==> src/hw/rtl/crd_pkg.sv <==
// Package: types and codes of the compact record decoder
package crd_pkg;

  localparam int VALUE_BYTES_DEF = 4;
  localparam int BYTE_W          = 8;
  localparam int KIND_W          = 3;
  localparam int VALUE_W         = 32;

  localparam logic [KIND_W-1:0] KIND_COUNT     = 3'd0;
  localparam logic [KIND_W-1:0] KIND_STR_START = 3'd1;
  localparam logic [KIND_W-1:0] KIND_STR_CHAR  = 3'd2;
  localparam logic [KIND_W-1:0] KIND_SINT      = 3'd3;
  localparam logic [KIND_W-1:0] KIND_UINT      = 3'd4;

  localparam logic [1:0] PH_COUNT   = 2'd0;
  localparam logic [1:0] PH_HEADER  = 2'd1;
  localparam logic [1:0] PH_PAYLOAD = 2'd2;

  localparam logic [1:0] FT_STRING   = 2'd0;
  localparam logic [1:0] FT_SIGNED   = 2'd1;
  localparam logic [1:0] FT_UNSIGNED = 2'd2;

  typedef struct packed {
    logic [KIND_W-1:0]  kind;
    logic [VALUE_W-1:0] value;
    logic               field_done;
    logic               record_done;
    logic               stream_done;
  } res_t;

  typedef struct packed {
    logic has_result;
    res_t res;
  } step_t;

endpackage

==> src/hw/rtl/crd_ifs.sv <==
// Channel interfaces: byte input and decoded result output
interface crd_byte_if;
  import crd_pkg::*;
  logic              valid;
  logic              ready;
  logic [BYTE_W-1:0] in_byte;
  modport source (output valid, output in_byte, input ready);
  modport sink   (input valid, input in_byte, output ready);
endinterface

interface crd_result_if;
  import crd_pkg::*;
  logic               valid;
  logic               ready;
  logic [KIND_W-1:0]  kind;
  logic [VALUE_W-1:0] value;
  logic               field_done;
  logic               record_done;
  logic               stream_done;
  modport source (output valid, output kind, output value, output field_done,
                  output record_done, output stream_done, input ready);
  modport sink   (input valid, input kind, input value, input field_done,
                  input record_done, input stream_done, output ready);
endinterface

==> src/hw/rtl/crd_decode.sv <==
// Decoder state and single-pass next-state and result logic
module crd_decode #(
  parameter int VALUE_BYTES = crd_pkg::VALUE_BYTES_DEF
) (
  input  logic                       clk,
  input  logic                       rst_n,
  input  logic                       fire,
  input  logic [crd_pkg::BYTE_W-1:0] in_byte,
  output crd_pkg::step_t             step
);
  import crd_pkg::*;

  localparam int ACC_W = 8 * VALUE_BYTES;

  logic [1:0]       phase_r, phase_nxt;
  logic [7:0]       records_left_r, records_left_nxt;
  logic [5:0]       bytes_left_r, bytes_left_nxt;
  logic [1:0]       field_type_r, field_type_nxt;
  logic             field_last_r, field_last_nxt;
  logic [4:0]       int_len_r, int_len_nxt;
  logic [ACC_W-1:0] acc_r, acc_nxt;

  logic [ACC_W+7:0]   acc_wide;
  logic [ACC_W-1:0]   acc_sh;
  logic [63:0]        acc64;
  logic               len_hit;
  logic               sgn;
  logic               sext;
  logic [VALUE_W-1:0] int_val;
  logic               finish;
  logic               last_now;
  logic [7:0]         rec_dec;
  logic [5:0]         bl_dec;

  assign acc_wide = {acc_r, in_byte};
  assign acc_sh   = acc_wide[ACC_W-1:0];
  assign acc64    = 64'(acc_sh);
  assign rec_dec  = records_left_r - 8'd1;
  assign bl_dec   = bytes_left_r - 6'd1;

  // sign extension of short signed integers from their top byte
  always_comb begin
    len_hit = 1'b0;
    sgn     = 1'b0;
    for (int k = 0; k < VALUE_BYTES - 1; k++) begin
      if (int_len_r == 5'(k + 1)) begin
        len_hit = 1'b1;
        sgn     = acc64[8*k+7];
      end
    end
    sext    = (field_type_r == FT_SIGNED) && len_hit && sgn;
    int_val = acc64[VALUE_W-1:0];
    for (int j = 0; j < VALUE_W / 8; j++) begin
      if (sext && (5'(j) >= int_len_r)) int_val[8*j +: 8] = 8'hff;
    end
  end

  always_comb begin
    phase_nxt        = phase_r;
    records_left_nxt = records_left_r;
    bytes_left_nxt   = bytes_left_r;
    field_type_nxt   = field_type_r;
    field_last_nxt   = field_last_r;
    int_len_nxt      = int_len_r;
    acc_nxt          = acc_r;
    step             = '0;
    finish           = 1'b0;
    last_now         = (phase_r == PH_HEADER) ? in_byte[7] : field_last_r;

    unique case (phase_r)
      PH_HEADER: begin
        field_last_nxt = in_byte[7];
        if (in_byte[6]) begin
          field_type_nxt       = FT_STRING;
          step.has_result      = 1'b1;
          step.res.kind        = KIND_STR_START;
          step.res.value       = VALUE_W'(in_byte[5:0]);
          if (in_byte[5:0] == 6'd0) begin
            finish = 1'b1;
          end else begin
            bytes_left_nxt = in_byte[5:0];
            phase_nxt      = PH_PAYLOAD;
          end
        end else begin
          field_type_nxt = in_byte[5] ? FT_SIGNED : FT_UNSIGNED;
          int_len_nxt    = in_byte[4:0];
          acc_nxt        = '0;
          if (in_byte[4:0] == 5'd0) begin
            step.has_result = 1'b1;
            step.res.kind   = in_byte[5] ? KIND_SINT : KIND_UINT;
            step.res.value  = '0;
            finish          = 1'b1;
          end else begin
            bytes_left_nxt = {1'b0, in_byte[4:0]};
            phase_nxt      = PH_PAYLOAD;
          end
        end
      end
      PH_PAYLOAD: begin
        bytes_left_nxt = bl_dec;
        if (field_type_r == FT_STRING) begin
          step.has_result = 1'b1;
          step.res.kind   = KIND_STR_CHAR;
          step.res.value  = VALUE_W'(in_byte);
          finish          = (bl_dec == 6'd0);
        end else begin
          acc_nxt = acc_sh;
          if (bl_dec == 6'd0) begin
            step.has_result = 1'b1;
            step.res.kind   = (field_type_r == FT_SIGNED) ? KIND_SINT : KIND_UINT;
            step.res.value  = int_val;
            finish          = 1'b1;
          end
        end
      end
      default: begin
        records_left_nxt = in_byte;
        step.has_result  = 1'b1;
        step.res.kind    = KIND_COUNT;
        step.res.value   = VALUE_W'(in_byte);
        if (in_byte == 8'd0) begin
          step.res.stream_done = 1'b1;
          phase_nxt            = PH_COUNT;
        end else begin
          phase_nxt = PH_HEADER;
        end
      end
    endcase

    if (finish) begin
      step.res.field_done = 1'b1;
      phase_nxt           = PH_HEADER;
      if (last_now) begin
        step.res.record_done = 1'b1;
        records_left_nxt     = rec_dec;
        if (rec_dec == 8'd0) begin
          step.res.stream_done = 1'b1;
          phase_nxt            = PH_COUNT;
        end
      end
    end
  end

  always_ff @(posedge clk) begin
    if (!rst_n) begin
      phase_r        <= PH_COUNT;
      records_left_r <= '0;
      bytes_left_r   <= '0;
      field_type_r   <= FT_STRING;
      field_last_r   <= 1'b0;
      int_len_r      <= '0;
      acc_r          <= '0;
    end else if (fire) begin
      phase_r        <= phase_nxt;
      records_left_r <= records_left_nxt;
      bytes_left_r   <= bytes_left_nxt;
      field_type_r   <= field_type_nxt;
      field_last_r   <= field_last_nxt;
      int_len_r      <= int_len_nxt;
      acc_r          <= acc_nxt;
    end
  end

endmodule

==> src/hw/rtl/crd_out_reg.sv <==
// Result register: holds one result until the sink takes the transfer
module crd_out_reg (
  input  logic           clk,
  input  logic           rst_n,
  input  logic           load,
  input  crd_pkg::res_t  res,
  input  logic           out_ready,
  output logic           room,
  output logic           out_valid,
  output crd_pkg::res_t  out_res
);
  import crd_pkg::*;

  logic valid_r;
  res_t data_r;

  assign room      = !valid_r || out_ready;
  assign out_valid = valid_r;
  assign out_res   = data_r;

  always_ff @(posedge clk) begin
    if (!rst_n) begin
      valid_r <= 1'b0;
    end else if (room) begin
      valid_r <= load;
    end
  end

  always_ff @(posedge clk) begin
    if (room && load) begin
      data_r <= res;
    end
  end

endmodule

==> src/hw/rtl/compact_record_decoder.sv <==
// Top level of the compact record decoder
//
// in_chan  : one stream byte per transfer (valid/ready).
// out_chan : decoded results (kind, value, field/record/stream done flags).
// A count byte opens a stream; each field then has a header byte followed by
// string characters or big-endian integer bytes. Count, string start, each
// character and each finished integer give one result; integer headers of
// non-zero length and non-final integer bytes give none.
// Latency: a result appears on out_chan the cycle after its byte transfers.
// Throughput: one byte per cycle while out_chan.ready is high, set by the single
// state register pass and the one-entry result register.
// in_chan.ready is high while the result register is empty or being emptied,
// so a stalled sink holds the current result and stops input in the same cycle.
// Reset (rst_n low, synchronous) empties the result register and returns the
// decoder to waiting for a count byte.
module compact_record_decoder #(
  parameter int VALUE_BYTES = crd_pkg::VALUE_BYTES_DEF
) (
  input  logic         clk,
  input  logic         rst_n,
  crd_byte_if.sink     in_chan,
  crd_result_if.source out_chan
);
  import crd_pkg::*;

  logic  room;
  logic  fire;
  step_t step;
  res_t  out_res;
  logic  out_valid;

  assign in_chan.ready = room;
  assign fire          = in_chan.valid && room;

  crd_decode #(
    .VALUE_BYTES (VALUE_BYTES)
  ) u_decode (
    .clk     (clk),
    .rst_n   (rst_n),
    .fire    (fire),
    .in_byte (in_chan.in_byte),
    .step    (step)
  );

  crd_out_reg u_out_reg (
    .clk       (clk),
    .rst_n     (rst_n),
    .load      (fire && step.has_result),
    .res       (step.res),
    .out_ready (out_chan.ready),
    .room      (room),
    .out_valid (out_valid),
    .out_res   (out_res)
  );

  assign out_chan.valid       = out_valid;
  assign out_chan.kind        = out_res.kind;
  assign out_chan.value       = out_res.value;
  assign out_chan.field_done  = out_res.field_done;
  assign out_chan.record_done = out_res.record_done;
  assign out_chan.stream_done = out_res.stream_done;

endmodule

==> src/flat_wrapper.sv <==
// flat-port wrapper written by rule: the top's interface ports become plain ports
module compact_record_decoder_flat import crd_pkg::*;
#(
  parameter int VALUE_BYTES = crd_pkg::VALUE_BYTES_DEF
)
  (clk, rst_n, in_chan_valid, in_chan_in_byte, in_chan_ready, out_chan_valid, out_chan_kind, out_chan_value, out_chan_field_done, out_chan_record_done, out_chan_stream_done, out_chan_ready);
  crd_byte_if in_chan_i ();
  crd_result_if out_chan_i ();
  input  logic clk;
  input  logic rst_n;
  input wire logic [$bits(in_chan_i.valid)-1:0] in_chan_valid;
  input wire logic [$bits(in_chan_i.in_byte)-1:0] in_chan_in_byte;
  output wire logic [$bits(in_chan_i.ready)-1:0] in_chan_ready;
  output wire logic [$bits(out_chan_i.valid)-1:0] out_chan_valid;
  output wire logic [$bits(out_chan_i.kind)-1:0] out_chan_kind;
  output wire logic [$bits(out_chan_i.value)-1:0] out_chan_value;
  output wire logic [$bits(out_chan_i.field_done)-1:0] out_chan_field_done;
  output wire logic [$bits(out_chan_i.record_done)-1:0] out_chan_record_done;
  output wire logic [$bits(out_chan_i.stream_done)-1:0] out_chan_stream_done;
  input wire logic [$bits(out_chan_i.ready)-1:0] out_chan_ready;
  assign in_chan_i.valid = in_chan_valid;
  assign in_chan_i.in_byte = in_chan_in_byte;
  assign in_chan_ready = in_chan_i.ready;
  assign out_chan_valid = out_chan_i.valid;
  assign out_chan_kind = out_chan_i.kind;
  assign out_chan_value = out_chan_i.value;
  assign out_chan_field_done = out_chan_i.field_done;
  assign out_chan_record_done = out_chan_i.record_done;
  assign out_chan_stream_done = out_chan_i.stream_done;
  assign out_chan_i.ready = out_chan_ready;
  compact_record_decoder #(.VALUE_BYTES(VALUE_BYTES)) u_core (.clk(clk), .rst_n(rst_n), .in_chan(in_chan_i), .out_chan(out_chan_i));
endmodule
==> config.mk <==
export PLATFORM = sky130hd
export DESIGN_NAME = compact_record_decoder_flat
export DESIGN_NICKNAME = d
export VERILOG_FILES = /design/src/hw/rtl/crd_pkg.sv /design/src/hw/rtl/crd_ifs.sv /design/src/hw/rtl/crd_decode.sv /design/src/hw/rtl/crd_out_reg.sv /design/src/hw/rtl/compact_record_decoder.sv /design/src/flat_wrapper.sv
export SDC_FILE = /design/constraint.sdc
export NUM_CORES = 1
export LEC_CHECK = 0
export ABC_AREA = 0
export BUFFER_PORTS_ARGS = -buffer_cell sky130_fd_sc_hd__buf_2
export CELL_PAD_IN_SITES_DETAIL_PLACEMENT = 1
export CELL_PAD_IN_SITES_GLOBAL_PLACEMENT = 2
export CORE_ASPECT_RATIO = 0.75
export CORE_MARGIN = 4
export CORE_UTILIZATION = 35
export CTS_CLUSTER_DIAMETER = 60
export CTS_CLUSTER_SIZE = 20
export DETAILED_ROUTE_END_ITERATION = 10
export PLACE_DENSITY_LB_ADDON = 0.1
export SYNTH_ARGS = -nofsm -noshare
export SYNTH_HDL_FRONTEND = slang
export SYNTH_SLANG_ARGS = --single-unit
==> constraint.sdc <==
create_clock -name clk -period 10.2 [get_ports clk]
set_input_delay 1.53 -clock clk [delete_from_list [all_inputs] [get_ports clk]]
set_output_delay 1.53 -clock clk [all_outputs]
set_load 0.01 [all_outputs]
# After elaboration in Yosys (flattened, before gate mapping)
# Cells that the tools add are included.
# classes
magnitude_cmp	4
n_mux	49
eq_ne	13
addsub	2
reduce_logical	24
n_bitwise	1
# op_table
op	n
2-to-1 mux 36 bit	4
one-hot mux 36 bit (2 select lines)	1
2-to-1 mux 8 bit	7
2-to-1 mux 24 bit	2
one-hot mux 24 bit (2 select lines)	1
2-to-1 mux 1 bit	18
2-to-1 mux 6 bit	3
zero test 8 bit	2
2-to-1 mux 2 bit	7
zero test 6 bit	2
one-hot mux 6 bit (2 select lines)	1
AND reduction 4 bit	3
equality test 5 x 2 -> 1 bit, second input constant	2
>= comparator 1 x 5 -> 1 bit, first input constant	2
>= comparator 2 x 5 -> 1 bit, first input constant	2
logical AND 1 bit	9
2-to-1 mux 3 bit	3
inequality test 4 bit, second input constant	2
subtractor 8 x 1 -> 8 bit, second input constant	1
inequality test 2 bit, second input constant	3
inequality test 3 bit, second input constant	2
subtractor 6 x 1 -> 6 bit, second input constant	1
equality test 5 x 1 -> 1 bit, second input constant	1
zero test 5 bit	1
12 further kinds	13
# word_totals
out_inout_bits	40
ff_bits	87

# Logic depth before layout (Yosys ltp)
# Gate-level depths: netlist (run 1).
# depth
ltp_word	13
depth_mapped	10
mapped_depth_nobuf	9

# Modules after synthesis
# From an unflattened synthesis (run 1), not the netlist that was laid out.
# unflattened
cells_unflattened	426
hier_area_um2	4055.1
# by_module_without_submodules
module	instances	cells_each	seq_area_each_um2	area_each_um2
crd_decode	1	381	960.9	2844.0
crd_out_reg	1	43	1161.1	1198.6
compact_record_decoder	1	2	0.0	12.5

# Worst setup path before layout (run 1)
# No wires, ideal clock.
# synth_timing
path_kind	input -> register
start	in in_chan_in_byte[1]
end	reg u_core.u_out_reg.data_r (netlist bit u_core.u_out_reg.out_res[0]) (enable)
cell_stages	4
path_buffers	0
t_required_ps	9754
arrival_ps	4306
slack_ps	5448
path_cell_list	or4_4 -> nor2_1 -> nand2_1 -> a21oi_1
# synth_via
elab_chain_len	6
# synth_lines
element	line	rtl
start, declared	flat_wrapper.sv:12	input wire logic [$bits(in_chan_i.in_byte)-1:0] in_chan_in_byte;
zero test 5 bit	crd_decode.sv:88	if (in_byte[4:0] == 5'd0) begin
2-to-1 mux 36 bit	crd_decode.sv:88	
2-to-1 mux 36 bit	crd_decode.sv:73	if (in_byte[6]) begin
one-hot mux 36 bit (2 select lines)	crd_decode.sv:70	unique case (phase_r)
logical AND 1 bit	compact_record_decoder.sv:48	.load (fire && step.has_result),
logical AND 1 bit	crd_out_reg.sv:30	if (room && load) begin
end signal, assigned	crd_out_reg.sv:31	data_r <= res;
end, declared	crd_out_reg.sv:15	res_t data_r;
# No other way between the ends.
# A chain may end at the register's enable or synchronous reset.

# Final worst setup path (run 1)
# layout_timing
start	in in_chan_in_byte[1]
end	reg u_core.u_out_reg.data_r (netlist bit u_core.u_out_reg.out_res[33]) (enable)
# Same word-level chain as after synthesis.

==> results of run 1 <==
-- registers in the layout (all words and copies together) (netlist names) --
signal	count
u_core.u_out_reg.out_valid	1
u_core.u_decode.acc_r	24
u_core.u_decode.bytes_left_r	6
u_core.u_decode.phase_r	2
u_core.u_decode.field_last_r	1
u_core.u_decode.int_len_r	5
u_core.u_out_reg.out_res	38
u_core.u_decode.records_left_r	8
u_core.u_decode.field_type_r	2
-- stage by stage --
step                std cells  utilization, %  setup slack (ns)  hold slack (ns)  cell area, um2
floorplan                 459               -              5.45            0.432            4140
global placement          646            39.0              6.20            0.439            4510
detailed placement        646            39.0              6.14            0.446            4510
CTS                       662            41.6              6.51            0.456            4810
global route              662            41.6              6.34            0.484            4810
finish                    662            41.6              6.54            0.454            4810
-- final timing paths --
kind,to,slack (ns),depth (start not counted)
max,u_core.u_out_reg.out_res[33],6.54,6
min,u_core.u_decode.acc_r[19],0.45,2
max reg2reg,u_core.u_out_reg.out_res[33],7.19,8
min reg2reg,u_core.u_decode.acc_r[19],0.45,2
-- power groups by stage --
stage / clock (mW) / sequential (mW) / combinational (mW)
after floorplan: 0 / 0.413 / 0.0765
after global routing: 0.361 / 0.403 / 0.141
final: 0.333 / 0.400 / 0.128
after CTS: 0.344 / 0.401 / 0.129
after global placement: 0 / 0.407 / 0.126
after detailed placement: 0 / 0.408 / 0.129
-- routing by layer --
layer  vias to the layer above  track usage, %
met3                         9            4.48
met2                        75            25.4
met5                         -               0
li1                       1707               -
met1                      1724            29.4
met4                         0            4.27
-- layout make-up --
cell class / count / area (um2) / share of cell area (%)
Clock buffer: 9 / 225 / 4.68
Tap cell: 162 / 203 / 4.22
Clock inverter: 7 / 71.3 / 1.48
Multi-Input combinational cell: 325 / 1830 / 38.1
Sequential cell: 87 / 2120 / 44.1
Inverter: 16 / 60.1 / 1.25
Timing Repair Buffer: 56 / 293 / 6.09
-- cell usage after synthesis (4+ instances only) --
cell type / number / area [um2]
nor3b_1: 4 / 30.0
dfxtp_1: 49 / 981
inv_1: 15 / 56.3
nand2b_1: 4 / 25.0
o21ai_0: 9 / 45.0
a21oi_1: 41 / 205
nor3_1: 12 / 60.1
or4_1: 4 / 30.0
edfxtp_1: 38 / 1140
o21a_1: 5 / 37.5
buf_1: 4 / 15.0
nand2_1: 39 / 146
a31oi_1: 7 / 43.8
ha_1: 6 / 75.1
or3_1: 4 / 25.0
mux2i_1: 9 / 90.1
buf_2: 6 / 30.0
and2_1: 4 / 25.0
nor2b_1: 9 / 56.3
nand3_1: 36 / 180
clkbuf_1: 20 / 75.1
nor2_1: 78 / 293
-- critical path: stages --
cell and delay [ns]:
buf_2 0.15, or4_4 0.58, nor2_1 0.29, nand2_1 0.19
a21oi_4 0.53, buf_4 0.41
-- cell families (layout without fill, tap and decap cells) --
kind of cell,count (synthesis),count (layout)
DFF,87,87
AOI/OAI and AO/OA,95,95
buffers and inverters,47,88
adders and majority gates,6,6
xor gates and xnor gates,3,3
muxes,10,10
and+or+nand+nor,211,211
==> flow_summary_export.csv, run 1 <==
group,metric,value,unit
global_route,antenna_found_initial,0,
worst_setup_path,worstPathArrival,3.68,ns
timing,slew_violations,0,
timing,finalCriticalPeriod,3.66,ns
global_route,gr-total-overflow,0,
worst_setup_path,r2r-start,"u_core.u_decode.bytes_left_r[0]",
drt,wl_met2,4.85,mm
drt,ant_nets,0,
yosys,netlist_instances,459,
global_route,grt.total_usage,18.6,%
clocking,cts_root_buffer,"clkbuf_16",
clocking,clock-sinks,87,
final_layout,area_growth,16.2,%
timing,skew,0.00466,ns
worst_setup_path,cp.required,10.22,ns
clocking,post-cts-setup-buffer-count,0,
die,ioPinCount,52,
yosys,ys_warn_count,0,
pwr,p_clk_share,38.7,%
worst_setup_path,cp-startpoint,"in_chan_in_byte[1]",
clocking,ctsHtreeMaxLevel,3,
drt,met1_length,6.72,mm
job,drv_cap,0,
pwr,p_int,0.620,mW
die,start_util,35.7,%
clocking,cts_hold_buf,0,
placement,place.gp.congestion,0.779,
yosys,synth-compound-area-share,14.9,%
yosys,synth-main-ff-cell,"dfxtp_1",
die,die_w,134,um
drt,drc,0,
timing,fin_setup_tns,0,ns
clocking,numCtsBuffers,9,
placement,io_buffers,51,
pwr,power,0.862,mW
worst_setup_path,setup.worst_path.class,"in2reg",
global_route,grt_pass1_vias,3508,
pwr,p_seq_share,46.5,%
yosys,syn_area_per_cell,9.01,um2
final_layout,final_nets,513,
yosys,yosys.area_share.simple,24.3,%
yosys,synth_cell_types,60,
yosys,synthAdderAreaFrac,1.81,%
timing,fmax,0.273,GHz
final_layout,mostFrequentLayoutCell,"nor2_1",
pwr,swShare,28.0,%
timing,min_period_over_period,35.9,%
final_layout,n_fill_cell,1365,
final_layout,diodes,0,
drt,met3WireLength,570,um
worst_setup_path,crit_fanout,24,
timing,hold_violations,0,
die,core,0.0116,mm2
global_route,grt_max_degree,43,
drt,vias_per_cell,5.31,
final_layout,drive_gt1_share,16.8,%
status,status,"finished, final reports clean",
final_layout,layout_common_cells,"78 x nor2_1, 51 x buf_2, 49 x dfxtp_1, 40 x a21oi_1, 39 x nand2_1",
yosys,syn_area,0.00414,mm2
worst_setup_path,crit_path_end_kind,"flip-flop",
timing,rsz0062_at_grt,"false",
clocking,clk_latency,0.34,ns
die,fp.dieH,102,um
min_path,min_from,"u_core.u_decode.acc_r[19]",
timing,relSlewSlack,32.9,%
yosys,synth-seq-area-share,51.3,%
clocking,clockBufferDepth,2,
die,num_rows,34,
worst_setup_path,cp-start-kind,"primary input",
yosys,synth_top_family_by_area,"simple AND/OR/NAND/NOR gates",
min_path,hold_class,"reg2reg",
drt,wirelength,12.3,mm
drt,initialDrtViolationCount,193,
clocking,clkTransAtPathRegs,0.07,ns
yosys,synth_nets,477,
placement,hpwlAfterDp,8.61,mm
drt,route.vias.total,3515,
timing,setup_viol,0,
yosys,synth-seq-cells,87,
yosys,synthMuxAreaShare,2.45,%
pwr,switching_power,0.242,mW
die,dieArea,0.0136,mm2
pwr,p_leak,1.76,nW
timing,tightest_slew,1.00,ns
yosys,synthXorXnorAreaFrac,0.635,%
yosys,async_reset_ff_share,0,%
clocking,cts_tree,"built",
drt,wl_per_cell,18.5,um
yosys,synth_edf_count,38,
clocking,post_cts_resized,0,
pwr,ir_worst_vdd,0.0904,mV
global_route,grt_pass1_wl,19.6,mm
pwr,combPwrFrac,14.8,%
pwr,powerDensity,179,mW/mm2
drt,topRoutingLayerUsed,"met4",
drt,dr.pass1.iters,4,
Note: power is estimated with default switching activity, not from simulation.
==> run 2, diff against run 1 <==
--- a/config.mk
+++ b/config.mk
@@ -11,7 +11,7 @@
 export CELL_PAD_IN_SITES_GLOBAL_PLACEMENT = 2
 export CORE_ASPECT_RATIO = 0.75
 export CORE_MARGIN = 4
-export CORE_UTILIZATION = 35
+export CORE_UTILIZATION = 32
 export CTS_CLUSTER_DIAMETER = 60
 export CTS_CLUSTER_SIZE = 20
 export DETAILED_ROUTE_END_ITERATION = 10
==> constraint.sdc (replaced) <==
create_clock -name clk -period 3.2 [get_ports clk]
set_input_delay 0.48 -clock clk [delete_from_list [all_inputs] [get_ports clk]]
set_output_delay 0.48 -clock clk [all_outputs]
set_load 0.01 [all_outputs]
==> flow_summary_export.csv, run 2 (synthesis results as in run 1) <==
group,metric,value,unit
timing,finalCriticalPeriod,2.74,ns
clocking,clkTransAtPathRegs,0.06,ns
global_route,gr-total-overflow,0,
timing,fmax,0.364,GHz
die,start_util,33.1,%
final_layout,area_growth,17.4,%
clocking,cts_hold_buf,0,
timing,tightest_slew,0.897,ns
timing,slew_violations,0,
global_route,antenna_found_initial,0,
clocking,post_cts_resized,0,
placement,place.gp.congestion,0.791,
global_route,grt_pass1_wl,20.2,mm
final_layout,final_core_util,38.9,%
clocking,numCtsBuffers,9,
timing,rsz0062_at_grt,"false",
pwr,p_leak,1.77,nW
placement,io_buffers,51,
die,core,0.0125,mm2
timing,holdWs,0.453,ns
clocking,clock-sinks,87,
clocking,clk_latency,0.33,ns
drt,wirelength,12.5,mm
drt,drc,0,
worst_setup_path,cp-start-kind,"flip-flop",
final_layout,largest_reg_flops,38,
die,fp.dieH,106,um
worst_setup_path,cp.required,3.37,ns
die,num_rows,35,
drt,ant_nets,0,
pwr,power,2.65,mW
placement,hpwlAfterDp,8.79,mm
drt,vias_per_cell,5.20,
drt,wl_per_cell,18.5,um
die,dieArea,0.0148,mm2
pwr,ir_worst_vdd,0.263,mV
worst_setup_path,setup.worst_path.class,"reg2reg",
drt,initialDrtViolationCount,267,
timing,setup_viol,0,
timing,relSlewSlack,40.2,%
worst_setup_path,crit_path_end_kind,"flip-flop",
worst_setup_path,worstPathArrival,2.91,ns
clocking,post-cts-setup-buffer-count,0,
worst_setup_path,crit_fanout,24,
global_route,grt.total_usage,17.2,%
drt,route.vias.total,3503,
status,status,"finished, final reports clean",
final_layout,mostFrequentLayoutCell,"nor2_1",
final_layout,drive_gt1_share,17.5,%
clocking,cts_tree,"built",
final_layout,final_nets,521,
drt,dr.pass1.iters,4,
pwr,powerDensity,546,mW/mm2
final_layout,diodes,0,
timing,hold_violations,0,
clocking,clockBufferDepth,2,
timing,fin_setup_tns,0,ns
min_path,hold_class,"reg2reg",
clocking,ctsHtreeMaxLevel,3,
final_layout,layout_common_cells,"78 x nor2_1, 51 x buf_2, 49 x dfxtp_1, 40 x a21oi_1, 39 x nand2_1",
die,die_w,139,um
timing,skew,0.0105,ns
clocking,cts_root_buffer,"clkbuf_16",
global_route,grt_max_degree,41,
timing,min_period_over_period,85.7,%
global_route,grt_pass1_vias,3541,
job,drv_cap,0,
die,ioPinCount,52,
[run 2: changes by cell type in the layout (fill, tap and decap cells not counted)]
cell and delta:
buf_4 +7, clkinv_1 +2, clkinv_2 -2, clkinv_4 -2
clkinvlp_4 +2, buf_12 +1, bufinv_16 -1, clkbuf_1 +1
[run 2: metrics by stage]
stage	area, um2	std cells	setup slack (ns)
final	4850	674	0.456
after global routing	4850	674	0.261
after CTS	4850	674	0.469
after detailed placement	4590	658	0.506
after global placement	4590	658	0.548
after floorplan	4140	459	0.237
[run 2: path summary, 6_finish.rpt]
| path | from | endpoint | slack [ns] | cells after the start |
|---|---|---|---|---|
| max | u_core.u_decode.bytes_left_r[0] | u_core.u_out_reg.out_res[13] | 0.46 | 7 |
| min | u_core.u_decode.acc_r[22] | u_core.u_decode.acc_r[22] | 0.45 | 2 |
| max reg2reg | u_core.u_decode.bytes_left_r[0] | u_core.u_out_reg.out_res[13] | 0.46 | 7 |
| min reg2reg | u_core.u_decode.acc_r[22] | u_core.u_decode.acc_r[22] | 0.45 | 2 |
[run 2: final cells by class]
class / instances / area, um2
Clock buffer: 10 / 229
Clock inverter: 6 / 36.3
Fill cell: 1486 / 7630
Inverter: 16 / 60.1
Multi-Input combinational cell: 325 / 1830
Sequential cell: 87 / 2120
Tap cell: 166 / 208
Timing Repair Buffer: 64 / 365
[run 2: worst max-delay path: stages (launching register included)]
cell and delay, ns:
dfxtp_1 0.43, inv_1 0.07, ha_1 0.25, xnor2_1 0.19, nand4_1 0.29, or2_1 0.34, or3_1 0.73, nor2_1 0.26
[run 2: routing by layer]
metal	wire, um	track usage (%)	part of all wire, %	vias up
met3	592	3.51	4.7	6
li1	-	-	-	1719
met2	5030	23.7	40	78
met5	0	0	0	-
met4	76	2.93	0.61	0
met1	6790	27.6	54	1700
[run 2: where the power goes]
part	internal [mW]	switching, mW
logic	0.150	0.277
clock network	0.522	0.428
registers	1.23	0.0418
